### config.mk
export PLATFORM = sky130hd
export DESIGN_NAME = history_ring_with_cursor
export DESIGN_NICKNAME = d
export VERILOG_FILES = /design/src/sv/hrc_pkg.sv /design/src/sv/hrc_ram.sv /design/src/sv/hrc_ctrl.sv /design/src/sv/hrc_datapath.sv /design/src/sv/history_ring_with_cursor.sv
export VERILOG_INCLUDE_DIRS = /design/src /design/src/sv
export SDC_FILE = /design/constraint.sdc
export NUM_CORES = 2
export LEC_CHECK = 0
export ABC_AREA = 1
export BUFFER_PORTS_ARGS = -buffer_cell sky130_fd_sc_hd__buf_2
export CORE_UTILIZATION = 50
export DETAILED_ROUTE_END_ITERATION = 10
export PLACE_DENSITY = 0.66
export SLEW_MARGIN = 25
export SYNTH_ARGS = -nofsm -noshare
export SYNTH_HDL_FRONTEND = slang
export SYNTH_HIERARCHICAL = 1
export SYNTH_SLANG_ARGS = --single-unit
export TNS_END_PERCENT = 50
### constraint.sdc
create_clock -name clk -period 10.7 [get_ports clk]
set_input_delay 0.535 -clock clk [delete_from_list [all_inputs] [get_ports clk]]
set_output_delay 0.535 -clock clk [all_outputs]
set_load 0.01 [all_outputs]
### src/sv/history_ring_with_cursor_defines.svh
// Assertion macros shared by the history ring RTL.
// Used by hrc_ctrl and hrc_datapath; expects clk and rst_n in scope.
`ifndef HISTORY_RING_WITH_CURSOR_DEFINES_SVH
`define HISTORY_RING_WITH_CURSOR_DEFINES_SVH
`ifndef SYNTH
// same-cycle implication
`define HRC_ASSERT_NOW(label, ante, cons) \
    label: assert property (@(posedge clk) disable iff (!rst_n) (ante) |-> (cons)) \
        else $error("hrc assertion failed");
// next-cycle implication
`define HRC_ASSERT_NEXT(label, ante, cons) \
    label: assert property (@(posedge clk) disable iff (!rst_n) (ante) |=> (cons)) \
        else $error("hrc assertion failed");
`else
`define HRC_ASSERT_NOW(label, ante, cons)
`define HRC_ASSERT_NEXT(label, ante, cons)
`endif
`endif

### src/sv/hrc_pkg.sv
// Package for the history ring: payload structs, op codes, FSM states,
// controller command struct. No dependencies.
package hrc_pkg;

    localparam int MAX_DEPTH   = 64;
    localparam int ENTRY_WIDTH = 32;
    localparam int SLOT_W      = 6;
    localparam int CNT_W       = 7;
    localparam int STEP_W      = 8;
    localparam int OP_W        = 3;

    localparam logic [OP_W-1:0] OP_APPEND    = 3'd0;
    localparam logic [OP_W-1:0] OP_SEEK_BACK = 3'd1;
    localparam logic [OP_W-1:0] OP_SEEK_FWD  = 3'd2;
    localparam logic [OP_W-1:0] OP_LATEST    = 3'd3;
    localparam logic [OP_W-1:0] OP_QUERY     = 3'd4;

    localparam logic ST_OK        = 1'b0;
    localparam logic ST_NOT_FOUND = 1'b1;

    typedef struct packed {
        logic [OP_W-1:0]        op;
        logic [STEP_W-1:0]      step;
        logic [ENTRY_WIDTH-1:0] entry_data;
    } in_t;

    typedef struct packed {
        logic                   status;
        logic                   has_entries;
        logic [ENTRY_WIDTH-1:0] current_entry;
        logic [ENTRY_WIDTH-1:0] newest_entry;
        logic [CNT_W-1:0]       entry_count;
        logic [SLOT_W-1:0]      cursor_position;
    } out_t;

    typedef enum logic [1:0] {
        S_IDLE,
        S_EXEC,
        S_READ,
        S_DONE
    } state_t;

    typedef struct packed {
        logic load;   // latch the incoming item
        logic exec;   // update pointers, write on append
        logic rd;     // read the entry under the cursor
        logic clear;  // capacity write, empty the store
    } cmd_t;

endpackage

### src/sv/hrc_ram.sv
// Generic single-write, single-read RAM with registered read data.
// No dependencies.
module hrc_ram #(
    parameter int WIDTH = 32,
    parameter int DEPTH = 64
) (
    input  logic                     clk,
    input  logic                     we,
    input  logic [$clog2(DEPTH)-1:0] waddr,
    input  logic [WIDTH-1:0]         wdata,
    input  logic                     re,
    input  logic [$clog2(DEPTH)-1:0] raddr,
    output logic [WIDTH-1:0]         rdata
);

    logic [WIDTH-1:0] mem [DEPTH];
    logic [WIDTH-1:0] rdata_reg;

    always_ff @(posedge clk)
    begin
        if (we)
        begin
            mem[waddr] <= wdata;
        end
        if (re)
        begin
            rdata_reg <= mem[raddr];
        end
    end

    assign rdata = rdata_reg;

endmodule

### src/sv/hrc_ctrl.sv
// Controller FSM for the history ring: sequences load, update, read, respond.
// Depends on hrc_pkg and history_ring_with_cursor_defines.svh.
`include "history_ring_with_cursor_defines.svh"
module hrc_ctrl (
    input  logic          clk,
    input  logic          rst_n,
    input  logic          start,
    input  logic          cfg_valid,
    output logic          cfg_ready,
    output logic          busy,
    output logic          done,
    output hrc_pkg::cmd_t cmd
);

    hrc_pkg::state_t state_reg;
    hrc_pkg::state_t state_next;

    always_ff @(posedge clk or negedge rst_n)
    begin
        if (!rst_n)
        begin
            state_reg <= hrc_pkg::S_IDLE;
        end
        else
        begin
            state_reg <= state_next;
        end
    end

    always_comb
    begin
        state_next = state_reg;
        cmd        = '0;
        busy       = 1'b1;
        done       = 1'b0;
        cfg_ready  = 1'b0;
        case (state_reg)
            hrc_pkg::S_IDLE:
            begin
                busy      = 1'b0;
                cfg_ready = !start;
                cmd.clear = cfg_valid && !start;
                if (start)
                begin
                    cmd.load   = 1'b1;
                    state_next = hrc_pkg::S_EXEC;
                end
            end
            hrc_pkg::S_EXEC:
            begin
                cmd.exec   = 1'b1;
                state_next = hrc_pkg::S_READ;
            end
            hrc_pkg::S_READ:
            begin
                cmd.rd     = 1'b1;
                state_next = hrc_pkg::S_DONE;
            end
            hrc_pkg::S_DONE:
            begin
                done       = 1'b1;
                state_next = hrc_pkg::S_IDLE;
            end
            default:
            begin
                state_next = hrc_pkg::S_IDLE;
            end
        endcase
    end

    `HRC_ASSERT_NEXT(a_load_then_exec, cmd.load, cmd.exec)
    `HRC_ASSERT_NEXT(a_read_then_done, cmd.rd, done)
    `HRC_ASSERT_NEXT(a_done_then_idle, done, !busy && !done)

endmodule

### src/sv/hrc_datapath.sv
// Datapath for the history ring: pointers, count, capacity, newest entry
// and the entry RAM. Depends on hrc_pkg, hrc_ram and the defines header.
`include "history_ring_with_cursor_defines.svh"
module hrc_datapath (
    input  logic                      clk,
    input  logic                      rst_n,
    input  hrc_pkg::cmd_t             cmd,
    input  hrc_pkg::in_t              item,
    input  logic [hrc_pkg::CNT_W-1:0] cfg_data,
    output hrc_pkg::out_t             result
);

    localparam logic [hrc_pkg::CNT_W-1:0] CAP_MAX = hrc_pkg::CNT_W'(hrc_pkg::MAX_DEPTH);

    logic [hrc_pkg::CNT_W-1:0]       cap_reg, cap_next;
    logic [hrc_pkg::CNT_W-1:0]       count_reg, count_next;
    logic [hrc_pkg::SLOT_W-1:0]      oldest_reg, oldest_next;
    logic [hrc_pkg::SLOT_W-1:0]      cursor_reg, cursor_next;
    logic                            status_reg, status_next;
    logic [hrc_pkg::ENTRY_WIDTH-1:0] newest_reg, newest_next;
    hrc_pkg::in_t                    item_reg;

    logic [hrc_pkg::CNT_W-1:0]       eff_cap;
    logic                            full;
    logic                            empty;
    logic [hrc_pkg::STEP_W-1:0]      cur_ext;
    logic [hrc_pkg::STEP_W-1:0]      avail;
    logic                            ram_we;
    logic [hrc_pkg::SLOT_W-1:0]      wr_slot;
    logic [hrc_pkg::SLOT_W-1:0]      rd_slot;
    logic [hrc_pkg::ENTRY_WIDTH-1:0] ram_rdata;

    // zero acts as one, above the depth saturates
    always_comb
    begin
        if (cap_reg == '0)
        begin
            eff_cap = hrc_pkg::CNT_W'(1);
        end
        else if (cap_reg > CAP_MAX)
        begin
            eff_cap = CAP_MAX;
        end
        else
        begin
            eff_cap = cap_reg;
        end
    end

    assign full    = count_reg >= eff_cap;
    assign empty   = count_reg == '0;
    assign cur_ext = hrc_pkg::STEP_W'(cursor_reg);
    // room ahead of the cursor; only used when not empty
    assign avail   = hrc_pkg::STEP_W'(count_reg) - hrc_pkg::STEP_W'(1) - cur_ext;
    // with eviction the slot is (oldest+1)+(count-1), same as oldest+count
    assign wr_slot = oldest_reg + count_reg[hrc_pkg::SLOT_W-1:0];
    assign rd_slot = oldest_reg + cursor_reg;
    assign ram_we  = cmd.exec && (item_reg.op == hrc_pkg::OP_APPEND);

    always_comb
    begin
        cap_next    = cap_reg;
        count_next  = count_reg;
        oldest_next = oldest_reg;
        cursor_next = cursor_reg;
        status_next = status_reg;
        newest_next = newest_reg;
        if (cmd.clear)
        begin
            cap_next    = cfg_data;
            count_next  = '0;
            oldest_next = '0;
            cursor_next = '0;
        end
        else if (cmd.exec)
        begin
            status_next = hrc_pkg::ST_OK;
            case (item_reg.op)
                hrc_pkg::OP_APPEND:
                begin
                    if (full)
                    begin
                        oldest_next = oldest_reg + hrc_pkg::SLOT_W'(1);
                    end
                    else
                    begin
                        count_next = count_reg + hrc_pkg::CNT_W'(1);
                    end
                    cursor_next = hrc_pkg::SLOT_W'(count_next - hrc_pkg::CNT_W'(1));
                    newest_next = item_reg.entry_data;
                end
                hrc_pkg::OP_SEEK_BACK:
                begin
                    if (empty || (item_reg.step > cur_ext))
                    begin
                        status_next = hrc_pkg::ST_NOT_FOUND;
                    end
                    else
                    begin
                        cursor_next = cursor_reg - hrc_pkg::SLOT_W'(item_reg.step);
                    end
                end
                hrc_pkg::OP_SEEK_FWD:
                begin
                    if (empty || (item_reg.step > avail))
                    begin
                        status_next = hrc_pkg::ST_NOT_FOUND;
                    end
                    else
                    begin
                        cursor_next = cursor_reg + hrc_pkg::SLOT_W'(item_reg.step);
                    end
                end
                hrc_pkg::OP_LATEST:
                begin
                    if (!empty)
                    begin
                        cursor_next = hrc_pkg::SLOT_W'(count_reg - hrc_pkg::CNT_W'(1));
                    end
                end
                default:
                begin
                    // query and unused codes: no change
                end
            endcase
        end
    end

    always_ff @(posedge clk or negedge rst_n)
    begin
        if (!rst_n)
        begin
            cap_reg    <= CAP_MAX;
            count_reg  <= '0;
            oldest_reg <= '0;
            cursor_reg <= '0;
            status_reg <= hrc_pkg::ST_OK;
        end
        else
        begin
            cap_reg    <= cap_next;
            count_reg  <= count_next;
            oldest_reg <= oldest_next;
            cursor_reg <= cursor_next;
            status_reg <= status_next;
        end
    end

    // payload registers, no reset
    always_ff @(posedge clk)
    begin
        newest_reg <= newest_next;
        if (cmd.load)
        begin
            item_reg <= item;
        end
    end

    hrc_ram #(
        .WIDTH (hrc_pkg::ENTRY_WIDTH),
        .DEPTH (hrc_pkg::MAX_DEPTH)
    ) u_ram (
        .clk   (clk),
        .we    (ram_we),
        .waddr (wr_slot),
        .wdata (item_reg.entry_data),
        .re    (cmd.rd),
        .raddr (rd_slot),
        .rdata (ram_rdata)
    );

    always_comb
    begin
        result        = '0;
        result.status = status_reg;
        if (!empty)
        begin
            result.has_entries     = 1'b1;
            result.current_entry   = ram_rdata;
            result.newest_entry    = newest_reg;
            result.entry_count     = count_reg;
            result.cursor_position = cursor_reg;
        end
    end

    `HRC_ASSERT_NOW(a_count_bounded, 1'b1, count_reg <= CAP_MAX)
    `HRC_ASSERT_NOW(a_cursor_in_range, !empty,
        hrc_pkg::CNT_W'(cursor_reg) < count_reg)
    `HRC_ASSERT_NEXT(a_clear_empties, cmd.clear, empty && (cursor_reg == '0))

endmodule

### src/sv/history_ring_with_cursor.sv
// Top level of the history ring with browsing cursor.
// Depends on hrc_pkg, hrc_ctrl, hrc_datapath (which holds hrc_ram).
//
// Usage:
//   Command channel: drive item and raise start; the beat is taken at a
//   rising edge with start high and busy low. busy stays high until the
//   result has been shown.
//   Result channel: done is high for exactly one cycle with result valid;
//   the receiver cannot stall it, so it must capture the beat then.
//   Config channel: cfg_data (capacity, 7 bits) is taken when cfg_valid
//   and cfg_ready are both high. cfg_ready is high only while idle and no
//   command is starting. A write empties the store and homes the cursor.
//   Sequence: done rises after the update and read states; a new
//   command is taken only back in idle, after the controller sequence
//   (update pointers and write, read the cursor entry from the RAM,
//   present the result, return to idle).
//   Reset: store empty, cursor and oldest slot at zero, capacity 64.
//   No clearing pass; empty slots never reach the result.
module history_ring_with_cursor (
    input  logic                      clk,
    input  logic                      rst_n,
    input  logic                      start,
    output logic                      busy,
    input  hrc_pkg::in_t              item,
    output logic                      done,
    output hrc_pkg::out_t             result,
    input  logic                      cfg_valid,
    output logic                      cfg_ready,
    input  logic [hrc_pkg::CNT_W-1:0] cfg_data
);

    hrc_pkg::cmd_t cmd;

    // sequencing only; no payload passes through here
    hrc_ctrl u_ctrl (
        .clk       (clk),
        .rst_n     (rst_n),
        .start     (start),
        .cfg_valid (cfg_valid),
        .cfg_ready (cfg_ready),
        .busy      (busy),
        .done      (done),
        .cmd       (cmd)
    );

    // pointers, count, capacity and the entry RAM
    hrc_datapath u_dp (
        .clk      (clk),
        .rst_n    (rst_n),
        .cmd      (cmd),
        .item     (item),
        .cfg_data (cfg_data),
        .result   (result)
    );

endmodule

==> metrics <==
status=finished, final reports clean; Register Area=0.0654 mm2; post-route minimum period=5.72 ns; final number of setup-violating endpoints=0; Hold WC Path Type=in -> reg; TritonCTS buffer count=209; remaining antenna violation count=0; TritonRoute pass-1 iters=6; CP Launch Type=flip-flop; fin cells=10,080; vias in the first global route=56,777; Worst-Skew Late Latency=0.86 ns; Via Count=59,723; port bufs=135; clk slew on worst S/H paths=0.07 ns; initial drt markers=7,486; CTS Sinks=2,184; Final nets=7,667; Warnings, synthesis=6; Post-DP HPWL=124,000 um; Crit Path Max Fanout=214; syn avg cell area=11.9 um2; Final Cycle Share=53.5%; peak supply drop=0.608 mV; Top Ports=136; gr ovfl total=0; drc violations=0; hold_ws=0.219 ns; Flop pwr share=31.7%; CTS tree=yes; largest net degree at the start of global routing=228; sequential area share after synthesis=73.4%; Synth cell types=41; endpoint type of the worst setup path=flip-flop; Fin. Hold Viols=0; Rel. slew slack=18.6%; die height=424 um; Tot Pwr=32.0 mW; switching power=14.1 mW; CP Data Arrival Time=6.42 ns; max-cap viol count=0; critical path class=reg -> reg; final core utilization=56.4%; area of the multi-input gates=0.0214 mm2; CTS max path bufs=3; Synth Instances=7,471; FP Rows=154; Synth Net Count=7,580; DIE AREA=0.180 mm2; Setup Fix Bufs, Post-CTS=0; Power Dens Cells=320 mW/mm2; initial antenna violation count=7; static leakage=35.9 nW; H-tree depth=4; initial cell density of the core=50.5%; routability cong.=0.873; Largest register FFs=2,048; root buf cell=clkbuf_16; Clock Skews=0.0294 ns; internal power=17.9 mW; Sw Ratio=44.1%; Post-Route WL=249,000 um; TNS Setup=0 ns; Worst Max-Slew Pin Slew=1.22 ns; mapped cell area=0.0892 mm2; die width=424 um; post-CTS sizing=0; Cells after DPL=9,630; Gate power share=45.6%; first-pass GRT wire length=366,000 um; wire length per cell=24.7 um; Placeable Area=0.177 mm2; global-route usage over all layers=27.4%; Fillers=14,185; area grow syn2layout=11.8%; Clk pwr share=22.7%; Achievable Freq=175 MHz; Avg Vias per Cell=5.92; Max Slew Vio Count=0; #FFs+latches synth=2,184; share of post-route cells with drive strength above 1=8.69%; RSZ-0062 raised after global routing=no; CP Data Required Time=11.40 ns
## cells by family (layout without fill, tap and decap cells)
family,count (synthesis),count (layout),share of synthesized area [%]
buffers and inverters,623,884,3.28
other,0,8,0
AO/OA/AOI/OAI,68,68,0.432
AND/OR/NAND/NOR,4515,4515,21.9
flip-flops,2184,2184,73.4
XOR/XNOR,26,26,0.255
adder cells (fa/ha/maj),55,55,0.805
## path summary, 6_finish.rpt
check,from,endpoint,slack [ns],depth (start not counted)
max in group asynchronous,rst_n,u_dp/count_reg[3]$_DFFE_PN0P_,9.92,2
max,u_dp/oldest_reg[0]$_DFFE_PN0P_,u_dp/u_ram/rdata[6]$_DFFE_PP_,4.98,13
min reg2reg,u_dp/cap_reg[0]$_DFFE_PN0P_,u_dp/cap_reg[0]$_DFFE_PN0P_,0.52,2
max reg2reg,u_dp/oldest_reg[0]$_DFFE_PN0P_,u_dp/u_ram/rdata[6]$_DFFE_PP_,4.98,13
min in group asynchronous,rst_n,u_ctrl/state_reg[1]$_DFFE_PN0P_,0.29,2
min,cfg_valid,u_dp/cap_reg[0]$_DFFE_PN0P_,0.22,6
## Yosys cell counts, drive strengths merged
master | instances | area share [%]
nand4 | 13 | 0.091
fa | 4 | 0.090
edfxtp | 2155 | 73
a211o | 1 | 0.0098
or2 | 2 | 0.014
nor2 | 77 | 0.33
nand2 | 2453 | 10
clkbuf | 86 | 0.36
ha | 51 | 0.72
nand3b | 1 | 0.0084
buf | 383 | 2.3
nor4 | 9 | 0.063
a21oi | 24 | 0.15
a211oi | 2 | 0.017
nand3 | 1948 | 11
o2111ai | 1 | 0.0098
a21o | 1 | 0.0084
a41oi | 1 | 0.0098
xnor2 | 10 | 0.098
nor3b | 2 | 0.017
dfrtp | 28 | 0.79
o22ai | 5 | 0.035
o21bai | 2 | 0.017
inv | 154 | 0.65
o21ai | 31 | 0.18
xor2 | 16 | 0.16
nor3 | 10 | 0.067
dfstp | 1 | 0.029
## worst max-delay path, cell delays in order (launching register included)
cell and delay [ns]:
dfrtp_1 0.46, ha_4 0.44, buf_12 0.65, buf_4 0.89, buf_4 0.91, buf_4 0.98
nand2_1 0.10, nand3_1 0.13, nand3_1 0.10, nand3_1 0.13, nand3_1 0.10, nand2_1 0.13
nand2_1 0.06, nand2_1 0.10
## timing repair
action / CTS / global route
setup endpoints to repair: 0 / 0
hold buffers: 52 / 0
hold endpoints to repair: 80 / 0
## power groups by stage
stage | combinational [mW] | clock [mW] | sequential [mW]
after floorplan | 9.44 | 0 | 10.4
after global placement | 14.0 | 0 | 10.3
after CTS | 14.3 | 7.33 | 10.1
after global routing | 15.7 | 7.66 | 10.1
after detailed placement | 14.2 | 0 | 10.3
final | 14.6 | 7.25 | 10.1
## cell usage in the layout, fill, tap and decap left out, types with 3 or more instances in the layout
cell type | netlist | routed
clkinv_1 | 0 | 54
xor2_4 | 0 | 3
o22ai_1 | 5 | 5
nand4_1 | 13 | 13
clkbuf_1 | 86 | 56
inv_1 | 145 | 140
nor3_1 | 8 | 8
ha_1 | 51 | 49
xnor2_1 | 10 | 9
buf_8 | 2 | 4
xor2_1 | 16 | 13
buf_16 | 0 | 5
fa_1 | 4 | 4
dlygate4sd3_1 | 0 | 52
nand3_1 | 1948 | 1948
edfxtp_1 | 2155 | 2155
inv_8 | 0 | 3
clkinv_2 | 0 | 27
a21oi_1 | 23 | 23
diode_2 | 0 | 8
nor2_4 | 0 | 57
nor4_2 | 0 | 6
o21ai_1 | 5 | 5
nand2_2 | 8 | 8
buf_12 | 0 | 11
buf_2 | 292 | 135
clkbuf_16 | 0 | 211
dfrtp_1 | 28 | 28
bufinv_16 | 0 | 20
nor2_2 | 3 | 3
nand2_1 | 2444 | 2444
inv_2 | 7 | 8
inv_16 | 0 | 4
nor2_1 | 74 | 17
inv_6 | 0 | 9
o21ai_0 | 25 | 25
buf_4 | 46 | 136
## per-layer routing
metal,track usage [%],part of all wire (%),vias up
met2,42.1,46,3430
met5,0,0.016,-
met1,38.8,40,29240
met4,11.1,3.9,6
met3,5.01,10,481
li1,-,-,26566
## per-stage QoR
step                      worst slack, ns  area, um2
final                                4.98      99700
after detailed placement             5.23      92400
after global routing                 4.75      99700
after CTS                            5.18      99600
after global placement               5.29      92300
after floorplan                      5.13      89200
## cell type report
class | count | share of cell area (%)
antenna | 8 | 0.0201
clock buffer | 268 | 5.52
tap | 2340 | 2.94
inverter | 154 | 0.626
clock inverter | 117 | 1.13
sequential | 2184 | 65.6
timing repair buffer | 345 | 2.67
multi-input combinational | 4664 | 21.5
No activity file was read; power rests on OpenSTA's default activity.
